`src/rtl/assert_macros.svh`:
```
// Assertion macros shared by the walk loop erasure RTL.
`ifndef ASSERT_MACROS_SVH
`define ASSERT_MACROS_SVH
`ifndef ASSERT_OFF
// Check a property on every rising edge while reset is released.
`define WLE_ASSERT(lbl, clk, rst_n, prop, msg) \
	lbl: assert property (@(posedge clk) disable iff (!rst_n) (prop)) else $error(msg);
// Check that a trigger is followed by a condition in the next cycle.
`define WLE_ASSERT_NEXT(lbl, clk, rst_n, trig, cond, msg) \
	lbl: assert property (@(posedge clk) disable iff (!rst_n) (trig) |=> (cond)) \
		else $error(msg);
`else
`define WLE_ASSERT(lbl, clk, rst_n, prop, msg)
`define WLE_ASSERT_NEXT(lbl, clk, rst_n, trig, cond, msg)
`endif
`endif

```
`src/rtl/wle_pkg.sv`:
```
// Package with sizes, types and sequencer states of the walk loop erasure block.
`timescale 1ns / 1ps
package wle_pkg;

	localparam int MAX_TRAIL = 64;
	localparam int VERTEX_W  = 10;
	localparam int INDEX_W   = 6;
	localparam int PTR_W     = (MAX_TRAIL > 1) ? $clog2(MAX_TRAIL) : 1;
	localparam int CNT_W     = $clog2(MAX_TRAIL + 1);

	typedef logic [VERTEX_W-1:0] vertex_t;
	typedef logic [PTR_W-1:0]    ptr_t;
	typedef logic [CNT_W-1:0]    cnt_t;
	typedef logic [INDEX_W-1:0]  index_t;

	typedef enum logic [2:0] {
		ST_LOAD,
		ST_HEAD_RD,
		ST_HEAD_CAP,
		ST_SCAN_RD,
		ST_SCAN_CMP,
		ST_EMIT
	} state_t;

	typedef struct packed {
		logic    we;
		ptr_t    waddr;
		vertex_t wdata;
		logic    re;
		ptr_t    raddr;
	} mem_req_t;

endpackage

```
`src/rtl/wle_walk_if.sv`:
```
// Channel carrying walk vertices into the block.
`timescale 1ns / 1ps
interface wle_walk_if;
	logic                      valid;
	logic                      ready;
	logic [wle_pkg::VERTEX_W-1:0] walk_vertex;
	logic                      walk_end;

	modport source (output valid, output walk_vertex, output walk_end, input ready);
	modport sink   (input valid, input walk_vertex, input walk_end, output ready);
endinterface

```
`src/rtl/wle_path_if.sv`:
```
// Channel carrying loop-erased path vertices out of the block.
`timescale 1ns / 1ps
interface wle_path_if;
	logic                         valid;
	logic                         ready;
	logic [wle_pkg::VERTEX_W-1:0] path_vertex;
	logic [wle_pkg::INDEX_W-1:0]  path_index;
	logic                         path_last;
	logic                         walk_overflow;

	modport source (output valid, output path_vertex, output path_index, output path_last,
		output walk_overflow, input ready);
	modport sink   (input valid, input path_vertex, input path_index, input path_last,
		input walk_overflow, output ready);
endinterface

```
`src/rtl/wle_trail_mem.sv`:
```
// Trail memory: one write port, one registered read port.
`timescale 1ns / 1ps
module wle_trail_mem (
	input  logic              clk,
	input  wle_pkg::mem_req_t req,
	output wle_pkg::vertex_t  rd_data
);

	wle_pkg::vertex_t mem [wle_pkg::MAX_TRAIL];
	wle_pkg::vertex_t rd_q;

	always_ff @(posedge clk) begin
		if (req.we) begin
			mem[req.waddr] <= req.wdata;
		end
		if (req.re) begin
			rd_q <= mem[req.raddr];
		end
	end

	assign rd_data = rd_q;

endmodule

```
`src/rtl/wle_seq.sv`:
```
// Sequencer and shared compare unit that load the trail and erase its loops.
`timescale 1ns / 1ps
`include "assert_macros.svh"
module wle_seq (
	input  logic               clk,
	input  logic               arst_n,
	wle_walk_if.sink           walk,
	wle_path_if.source         path,
	output wle_pkg::mem_req_t  mem_req,
	input  wle_pkg::vertex_t   rd_data
);

	wle_pkg::state_t  st_q, st_nxt;
	wle_pkg::cnt_t    cnt_q;
	logic             ovf_q;
	wle_pkg::cnt_t    pos_q;
	wle_pkg::cnt_t    k_q;
	wle_pkg::cnt_t    last_q;
	wle_pkg::vertex_t v_q;
	wle_pkg::index_t  n_q;
	logic             out_vld_q;
	wle_pkg::vertex_t out_vertex_q;
	wle_pkg::index_t  out_index_q;
	logic             out_last_q;
	logic             out_ovf_q;

	logic             walk_beat;
	logic             has_room;
	logic             load_out;
	logic             fin;
	wle_pkg::cnt_t    k_nx;
	wle_pkg::cnt_t    last_nx;

	assign walk_beat = walk.valid && walk.ready;
	assign has_room  = cnt_q < wle_pkg::CNT_W'(wle_pkg::MAX_TRAIL);
	assign k_nx      = k_q + wle_pkg::CNT_W'(1);
	assign last_nx   = last_q + wle_pkg::CNT_W'(1);
	assign fin       = last_nx >= cnt_q;

	always_ff @(posedge clk or negedge arst_n) begin
		if (!arst_n) begin
			st_q <= wle_pkg::ST_LOAD;
		end else begin
			st_q <= st_nxt;
		end
	end

	always_comb begin
		st_nxt        = st_q;
		walk.ready    = 1'b0;
		load_out      = 1'b0;
		mem_req.we    = 1'b0;
		mem_req.waddr = cnt_q[wle_pkg::PTR_W-1:0];
		mem_req.wdata = walk.walk_vertex;
		mem_req.re    = 1'b0;
		mem_req.raddr = pos_q[wle_pkg::PTR_W-1:0];
		unique case (st_q)
			wle_pkg::ST_LOAD: begin
				walk.ready = 1'b1;
				mem_req.we = walk.valid && has_room;
				if (walk.valid && walk.walk_end) begin
					st_nxt = wle_pkg::ST_HEAD_RD;
				end
			end
			wle_pkg::ST_HEAD_RD: begin
				mem_req.re = 1'b1;
				st_nxt     = wle_pkg::ST_HEAD_CAP;
			end
			wle_pkg::ST_HEAD_CAP: begin
				st_nxt = (k_q < cnt_q) ? wle_pkg::ST_SCAN_RD : wle_pkg::ST_EMIT;
			end
			wle_pkg::ST_SCAN_RD: begin
				mem_req.re    = 1'b1;
				mem_req.raddr = k_q[wle_pkg::PTR_W-1:0];
				st_nxt        = wle_pkg::ST_SCAN_CMP;
			end
			wle_pkg::ST_SCAN_CMP: begin
				st_nxt = (k_nx < cnt_q) ? wle_pkg::ST_SCAN_RD : wle_pkg::ST_EMIT;
			end
			wle_pkg::ST_EMIT: begin
				load_out = !out_vld_q || path.ready;
				if (load_out) begin
					st_nxt = fin ? wle_pkg::ST_LOAD : wle_pkg::ST_HEAD_RD;
				end
			end
			default: begin
				st_nxt = wle_pkg::ST_LOAD;
			end
		endcase
	end

	always_ff @(posedge clk or negedge arst_n) begin
		if (!arst_n) begin
			cnt_q     <= '0;
			ovf_q     <= 1'b0;
			pos_q     <= '0;
			n_q       <= '0;
			out_vld_q <= 1'b0;
		end else begin
			if (load_out) begin
				out_vld_q <= 1'b1;
			end else if (path.ready) begin
				out_vld_q <= 1'b0;
			end
			if (st_q == wle_pkg::ST_LOAD && walk_beat) begin
				// drop vertices once the trail is full
				if (has_room) begin
					cnt_q <= cnt_q + wle_pkg::CNT_W'(1);
				end else begin
					ovf_q <= 1'b1;
				end
				if (walk.walk_end) begin
					pos_q <= '0;
					n_q   <= '0;
				end
			end
			if (load_out) begin
				n_q   <= n_q + wle_pkg::INDEX_W'(1);
				pos_q <= last_nx;
				if (fin) begin
					cnt_q <= '0;
					ovf_q <= 1'b0;
				end
			end
		end
	end

	always_ff @(posedge clk) begin
		unique case (st_q)
			wle_pkg::ST_HEAD_RD: begin
				last_q <= pos_q;
				k_q    <= pos_q + wle_pkg::CNT_W'(1);
			end
			wle_pkg::ST_HEAD_CAP: begin
				v_q <= rd_data;
			end
			wle_pkg::ST_SCAN_CMP: begin
				// keep the latest position holding the head vertex
				if (rd_data == v_q) begin
					last_q <= k_q;
				end
				k_q <= k_nx;
			end
			wle_pkg::ST_EMIT: begin
				if (load_out) begin
					out_vertex_q <= v_q;
					out_index_q  <= n_q;
					out_last_q   <= fin;
					out_ovf_q    <= ovf_q;
				end
			end
			default: begin
			end
		endcase
	end

	assign path.valid         = out_vld_q;
	assign path.path_vertex   = out_vertex_q;
	assign path.path_index    = out_index_q;
	assign path.path_last     = out_last_q;
	assign path.walk_overflow = out_ovf_q;

	`WLE_ASSERT(a_cnt_bound, clk, arst_n, cnt_q <= wle_pkg::CNT_W'(wle_pkg::MAX_TRAIL), "trail count above capacity")
	`WLE_ASSERT(a_scan_in_trail, clk, arst_n, (st_q != wle_pkg::ST_SCAN_RD) || (k_q < cnt_q), "scan read past trail end")
	`WLE_ASSERT(a_emit_span, clk, arst_n, (st_q != wle_pkg::ST_EMIT) || (last_q < cnt_q && pos_q <= last_q), "emit with bad loop span")
	`WLE_ASSERT_NEXT(a_clear_after_last, clk, arst_n, load_out && fin, cnt_q == '0 && !ovf_q && st_q == wle_pkg::ST_LOAD, "trail not cleared after final path vertex")

endmodule

```
`src/rtl/walk_loop_erasure_core.sv`:
```
// Top level of the chronological loop erasure block for random walks.
//
// Channel walk (sink): one beat per walk vertex; walk_end marks the final one.
// Vertices are stored in a trail memory of MAX_TRAIL entries; once it is full,
// further vertices are dropped and walk_overflow is set on every path beat.
// Channel path (source): one beat per vertex of the loop-erased path, with
// path_index from 0 and path_last on the final one.
// Loading accepts one vertex per cycle. After walk_end, each path vertex is
// fetched by reading its head entry and capturing it, then each trail entry
// behind it is read in turn and compared with the head, and the vertex is
// then emitted. The trail memory has a single read port and the block uses
// one equality comparator for the whole scan. walk is not ready during
// erasure; it is ready again in the cycle after the final path beat is loaded.
// Results sit in an output register; a stalled receiver holds the erasure at
// its next emit until the beat is taken, and loading of the next walk may
// proceed while the final beat still waits.
// Reset clears the trail count, the overflow flag and the output valid.
`timescale 1ns / 1ps
module walk_loop_erasure_core (
	input  logic       clk,
	input  logic       arst_n,
	wle_walk_if.sink   walk,
	wle_path_if.source path
);

	wle_pkg::mem_req_t mem_req;
	wle_pkg::vertex_t  rd_data;

	wle_seq u_seq (
		.clk     (clk),
		.arst_n  (arst_n),
		.walk    (walk),
		.path    (path),
		.mem_req (mem_req),
		.rd_data (rd_data)
	);

	wle_trail_mem u_trail_mem (
		.clk     (clk),
		.req     (mem_req),
		.rd_data (rd_data)
	);

endmodule

```
`src/flat_wrapper.sv`:
```
// flat-port wrapper written by rule: the top's interface ports become plain ports
module walk_loop_erasure_core_flat 
  (clk, arst_n, walk_valid, walk_walk_vertex, walk_walk_end, walk_ready, path_valid, path_path_vertex, path_path_index, path_path_last, path_walk_overflow, path_ready);
  wle_walk_if walk_i ();
  wle_path_if path_i ();
  input  logic clk;
  input  logic arst_n;
  input wire logic [$bits(walk_i.valid)-1:0] walk_valid;
  input wire logic [$bits(walk_i.walk_vertex)-1:0] walk_walk_vertex;
  input wire logic [$bits(walk_i.walk_end)-1:0] walk_walk_end;
  output wire logic [$bits(walk_i.ready)-1:0] walk_ready;
  output wire logic [$bits(path_i.valid)-1:0] path_valid;
  output wire logic [$bits(path_i.path_vertex)-1:0] path_path_vertex;
  output wire logic [$bits(path_i.path_index)-1:0] path_path_index;
  output wire logic [$bits(path_i.path_last)-1:0] path_path_last;
  output wire logic [$bits(path_i.walk_overflow)-1:0] path_walk_overflow;
  input wire logic [$bits(path_i.ready)-1:0] path_ready;
  assign walk_i.valid = walk_valid;
  assign walk_i.walk_vertex = walk_walk_vertex;
  assign walk_i.walk_end = walk_walk_end;
  assign walk_ready = walk_i.ready;
  assign path_valid = path_i.valid;
  assign path_path_vertex = path_i.path_vertex;
  assign path_path_index = path_i.path_index;
  assign path_path_last = path_i.path_last;
  assign path_walk_overflow = path_i.walk_overflow;
  assign path_i.ready = path_ready;
  walk_loop_erasure_core u_core (.clk(clk), .arst_n(arst_n), .walk(walk_i), .path(path_i));
endmodule
```
`config.mk`:
```
export PLATFORM = sky130hd
export DESIGN_NAME = walk_loop_erasure_core_flat
export DESIGN_NICKNAME = d
export VERILOG_FILES = /design/src/rtl/wle_pkg.sv /design/src/rtl/wle_walk_if.sv /design/src/rtl/wle_path_if.sv /design/src/rtl/wle_trail_mem.sv /design/src/rtl/wle_seq.sv /design/src/rtl/walk_loop_erasure_core.sv /design/src/flat_wrapper.sv
export VERILOG_INCLUDE_DIRS = /design/src /design/src/rtl
export SDC_FILE = /design/constraint.sdc
export NUM_CORES = 1
export LEC_CHECK = 0
export ABC_AREA = 1
export BUFFER_PORTS_ARGS = -buffer_cell sky130_fd_sc_hd__buf_2
export CORE_ASPECT_RATIO = 1.75
export CORE_UTILIZATION = 50
export DETAILED_ROUTE_END_ITERATION = 8
export PLACE_DENSITY_LB_ADDON = 0.1
export SLEW_MARGIN = 20
export SYNTH_ARGS = -nofsm -noshare
export SYNTH_HDL_FRONTEND = slang
export SYNTH_SLANG_ARGS = --single-unit
export TNS_END_PERCENT = 50
```
`constraint.sdc`:
```
create_clock -name clk -period 2.4 [get_ports clk]
set_clock_uncertainty 0.15 [all_clocks]
set_input_delay 0.48 -clock clk [delete_from_list [all_inputs] [get_ports clk]]
set_output_delay 0.48 -clock clk [all_outputs]
set_load 0.01 [all_outputs]
```
# Yosys cells after proc, flatten, opt, wreduce, memory -nomap -nowiden
# Memory sizes are Yosys's and may differ from the RTL's. A register that Yosys moved wholly into a read port is not among the register bits.
# Index checks and enable logic that the tools add are counted.
# classes
reduce_logical	16
eq_ne	9
addsub	5
muxes	32
n_lt_le_gt_ge	4
# op_table
cell	count
two-way mux 7 bit	8
adder 7 x 1 -> 7 bit, second input constant	4
one-hot mux 7 bit (2 select lines)	2
two-way mux 6 bit	4
one-hot mux 3 bit (6 select lines)	1
less-than comparator 7 bit	2
two-way mux 1 bit	13
two-way mux 3 bit	4
equality test 10 bit	1
AND reduction 2 bit	4
nonzero test 2 bit	4
greater-or-equal comparator 7 bit	1
less-than comparator 7 bit, second input constant	1
adder 6 x 1 -> 6 bit, second input constant	1
equality test 3 x 2 -> 1 bit, second input constant	2
equality test 3 bit, second input constant	2
inequality test 2 bit, second input constant	3
logical AND 1 bit	4
equality test 3 x 1 -> 1 bit, second input constant	1
logical NOT 3 bit	1
OR reduction 2 bit	1
logical NOT 1 bit	1
logical OR 1 bit	1
# totals
regBits	67
input_bits	15
mem_count	1
word_cells	80
output_inout_bits	20
mem_bits_rw	640
# mem_list
memory	words	word_bits	read_ports	rd_ports_with_merged_regs	write_ports	line	text
u_core.u_trail_mem.mem	64	10	1	1	1	wle_trail_mem.sv:9	wle_pkg::vertex_t mem [wle_pkg::MAX_TRAIL];

# Depth between registers and ports, before layout
# logic_depth
ltp_word	7
ltp_mapped	14
ltp_nobuf	13

# Hierarchy
# From an unflattened synthesis, not the netlist that was laid out.
# unflattened
cells_unflattened	2629
area_unflattened_um2	30270.3
# by_module_without_submodules
mod	instances	area_per_inst_um2	cells_per_inst
wle_trail_mem	1	26536.7	2233
wle_seq	1	3733.6	396

# Worst setup path before layout
# No wires, ideal clock.
# synth_path
path_kind	reg-to-reg
start	register u_core.u_seq.st_q[0]
end	memory u_core.u_trail_mem.mem[39][0] (netlist name) (enable)
arrival_ns	2.179
path_slack_ns	-0.318
path_stages_with_launch	11
setup_time_ns	0.390
cell_sequence	dfrtp_1 buf_2 nor2_1 nand2_1 inv_1 nand2_1 nor2_1 nand2_1 nor2_1 nand2_1 nor3_1
# synth_between
elab_chain_len	4
# synth_lines
element	line	text
start: declaration	wle_seq.sv:13	wle_pkg::state_t st_q, st_nxt;
start signal: assignment	wle_seq.sv:42	st_q <= wle_pkg::ST_LOAD;
start signal: assignment	wle_seq.sv:44	st_q <= st_nxt;
logical NOT 3 bit	wle_seq.sv:57	unique case (st_q)
two-way mux 1 bit	wle_seq.sv:57	
two-way mux 1 bit	wle_trail_mem.sv:13	if (req.we) begin
two-way mux 1 bit (implied by the code)	wle_trail_mem.sv:14	mem[req.waddr] <= req.wdata;
end: declaration	wle_trail_mem.sv:9	
# No other way between the ends.

# Worst setup path after layout
# layout_path
start	register u_core.u_seq.st_q[2]
end	register u_core.u_trail_mem.rd_q[1] (netlist: u_core.u_trail_mem.rd_data[1]), read port of u_core.u_trail_mem.mem (data pin)
# layout_between
elab_chain_len	3
elab_cells_between_ends	5
classes_between	eq/ne: 2; mux: 2; reduce/logical: 1
# layout_lines
element	line	text
equality test 3 x 2 -> 1 bit / equality test 3 x 1 -> 1 bit (equally long branches)	wle_seq.sv:57	
OR reduction 2 bit (no source line)	-	
two-way mux 1 bit	wle_seq.sv:57	
end: declaration	wle_trail_mem.sv:10	wle_pkg::vertex_t rd_q;
# Several ways; a longest one is shown, not always the timed one.
# A chain may end at the register's enable or synchronous reset.

==> flow_summary_export.csv <==
group,metric,value,unit
status,status,"complete, but fails checks",
status,violations,"design-rule violations, negative setup slack",
setup_path,reg2regPathDepth,14,
hold_path,timing.hold.worst_path_depth,1,
clock_network,ctsLongestPathBuffers,3,
grt,antenna_violations_before_repair,1,
logic_synthesis,ys_types,34,
sta,fin_worst_hold_slack,0.119,ns
final_layout,final.fill_count,4793,
logic_synthesis,syn-cell-area,32000,µm²
grt,vias_in_the_first_global_route,23800,
grt,grt.total_usage,0.315,
sta,rsz0062_at_grt,"true",
power_and_ir_drop,power_density,1250,nW/µm²
sta,setup_total_negative_slack,-0.761,ns
final_layout,multi_input_comb_area,9450,µm²
clock_network,clk_root_buffer_cell,"clkbuf_16",
drt,detail_route.wirelength,102,mm
setup_path,rrSetupSlack,-0.14,ns
drt,post-route-drc-count,5,
setup_path,worstSetupEndpointType,"register",
sta,finalHoldViolations,0,
setup_path,cp.depth,14,
floorplan,core_area,63200,µm²
floorplan,row_count,122,
logic_synthesis,synth_area_leaders,"edfxtp_1 (65%), nand3_1 (10%), nand2_1 (8.4%), inv_1 (7.1%), dfrtp_1 (2.0%)",
final_layout,post-route-util,0.653,
floorplan,die_height,337,µm
grt,grt_first_pass_wirelength,146,mm
clock_network,cts_inserted_buffers,67,
setup_path,timing_worst_setup_path_type,"reg2reg",
placement,placement.io_buffers,34,
sta,period_share,1.06,
placement,place_hpwl,60.2,mm
drt,drt_iter0_drc,1857,
final_layout,final_net_count,3442,
sta,timing.final.crit_period,2.54,ns
setup_path,start_kind,"register",
setup_path,reg2reg_from,"u_core.u_seq.st_q[2]$_DFFE_PN0P_",
setup_path,worstPathMaxFanout,18,
drt,detailedRoute.firstPassIterationCount,8,
floorplan,die_width,193,µm
sta,clock.fmax,394,MHz
logic_synthesis,syn_inst,3085,
setup_path,crit_chain,"inv_2 > nand3_4 > buf_12 > nand2_2 > o21ai_4 > buf_12 > buf_6 > buf_16 > nand3_1 > nand3_1 > nand3_1 > nand3_4 > nand3_4 > nand2_2",
setup_path,setup.worst_path.start,"u_core.u_seq.st_q[2]$_DFFE_PN0P_",
drt,wl_per_cell,24.0,µm
grt,grt_start_max_net_pins,65,
power_and_ir_drop,vdd.ir_drop.worst,610,µV
clock_network,ctsHtreeMaxLevel,3,
sta,slew_headroom,0.537,
placement,post_place_setup_slack,-0.463,ns
setup_path,timing.critical_path.arrival,2.75,ns
sta,max_slew.worst_pin.slew,0.694,ns
setup_path,cpPeakStageDelay,0.39,ns
final_layout,layout_commonest_cell,"nand2_1",
logic_synthesis,syn-num-nets,3124,
sta,post-route-worst-setup-slack,-0.139,ns
hold_path,hp-start,"walk_walk_vertex[9]",
logic_synthesis,synth-edff-count,692,
job,max_cap_viol_count,0,
setup_path,standard_cell_with_the_maximum_stage_delay_on_the_critical_path,"dfrtp_1",
grt,grt-ovfl-total,0,
drt,vias,23800,
logic_synthesis,dominantRegCellSynth,"edfxtp_1",
setup_path,critPathBufInv,5,
floorplan,boundaryPins,35,
drt,final_antenna_net_count,0,
drt,detail_route.vias_per_cell,5.60,
final_layout,ratio_of_cells_with_drive_above_1_in_the_final_layout,0.236,
final_layout,n_antenna_cell,0,
setup_path,cp_top_family,"simple AND/OR/NAND/NOR gates",
hold_path,worst_hold_path_type,"in2reg",
final_layout,mostFrequentLayoutCells,"nand2_1 (698), edfxtp_1 (692), inv_1 (599)",
logic_synthesis,avgSynthCellArea,10.4,µm²
placement,place.gp.congestion,0.906,
floorplan,floorplan.initialDensity,0.506,
placement,dp_cells,4047,
final_layout,area_growth,29.0,%
clock_network,clock-sinks,717,
logic_synthesis,yosysWarningCount,0,
logic_synthesis,synth-async-reset-ratio,0.0349,
final_layout,register_area,21400,µm²
floorplan,total_die_area,65000,µm²
clock_network,tritoncts,"yes",
clock_network,clk_slew_on_worst_s_h_paths,0.07,ns
clock_network,clock_insertion_delay_worst_skew,0.62,ns
power_and_ir_drop,leakagePower,17.4,nW
logic_synthesis,synth_top_area_frac,0.650,
final_layout,layoutNonFillerInstCount,4260,
sta,maxSlewViolCount,0,
setup_path,critPathRequiredTime,2.61,ns
logic_synthesis,yosys_register_bits,717,
logic_synthesis,synth-seq-area-share,0.669,
sta,number_of_setup_violations_in_the_final_report,11,
logic_synthesis,yosys.area.top_type,"edfxtp_1",
-- final cells by class --
class | instances | area share
clock buffer | 79 | 0.0438
clock inverter | 41 | 0.0120
inverter | 611 | 0.0560
multi-input combinational | 1613 | 0.229
sequential | 717 | 0.519
tap | 806 | 0.0244
timing repair buffer | 393 | 0.116
-- sequential cells by signal (all words and copies together), names as in the netlist --
register / count
u_core.u_seq.n_q: 6
u_core.u_seq.path.walk_overflow: 1
u_core.u_seq.st_q: 3
u_core.u_seq.v_q: 10
u_core.u_seq.cnt_q: 7
u_core.u_seq.path.path_index: 6
u_core.u_seq.ovf_q: 1
u_core.u_seq.k_q: 7
u_core.u_seq.path.path_vertex: 10
u_core.u_seq.pos_q: 7
u_core.u_trail_mem.rd_data: 10
u_core.u_seq.last_q: 7
u_core.u_trail_mem.mem: 640
u_core.u_seq.path.path_last: 1
u_core.u_seq.path.valid: 1
-- path summary, 6_finish.rpt --
check | endpoint
setup reg to reg | u_core.u_trail_mem.rd_data[1]$_DFFE_PP_
max in group asynchronous | u_core.u_seq.st_q[0]$_DFFE_PN0P_
min in group asynchronous | u_core.u_seq.n_q[3]$_DFFE_PN0P_
setup / recovery | u_core.u_trail_mem.rd_data[1]$_DFFE_PP_
hold reg to reg | u_core.u_seq.path.path_vertex[2]$_DFFE_PP_
hold / removal | u_core.u_trail_mem.mem[60][9]$_DFFE_PP_
-- synthesized netlist by cell type (2+ instances only) --
cell       number
clkinv_1        3
clkbuf_1       51
o211ai_1        2
inv_2           2
o2111ai_1       2
a21oi_1        14
nand4_1         9
nand3_1       643
buf_2          58
o22ai_1         3
inv_1         606
o21ai_0        23
xor2_1         10
edfxtp_1      692
xnor2_1        12
ha_1           24
buf_4          24
nand3b_1       41
nor3_1          6
nor2_1         93
dfrtp_1        25
nand2_1       718
buf_6          11
o21ai_2         3
-- where the power goes --
part / switching, W / total, W / internal [W]
combinational: 0.0150 / 0.0252 / 0.0102
sequential: 0.000575 / 0.0151 / 0.0146
clock: 0.00472 / 0.0113 / 0.00658
-- cell families (layout without fill, tap and decap cells) --
group                      count (synthesis)  count (layout)  synth area share
buffers and inverters                    755            1124            0.0963
and+or+nand+nor                         1513            1513             0.209
adders and majority gates                 24              24           0.00939
xor gates and xnor gates                  22              22           0.00603
DFF                                      717             717             0.669
AOI/OAI and AO/OA                         54              54           0.00982
-- metrics by stage --
step	total power (W)	instance area, µm²
2_1_floorplan	0.0246	32000
4_1_cts	0.0493	40100
3_3_place_gp	0.0326	35300
3_5_place_dp	0.0328	35300
5_1_grt	0.0533	41200
6_report	0.0516	41200
-- routing by layer --
metal / vias up / routed length, µm / track usage
met2: 1046 / 52900 / 0.549
li1: 10700 / - / -
met1: 11700 / 34700 / 0.338
met5: - / 0 / 0
met4: 0 / 8230 / 0.241
met3: 342 / 6360 / 0.0480
-- repair_timing --
item / 4_1_cts / 5_1_grt
gates resized for setup: 246 / 221
pin swaps: 49 / 98
hold endpoints to repair: 26 / 0
gates cloned: 23 / 10
setup endpoints to repair: 539 / 88
setup buffers: 51 / 16
hold buffers: 2 / 0
(Power assumes the default switching activity.)
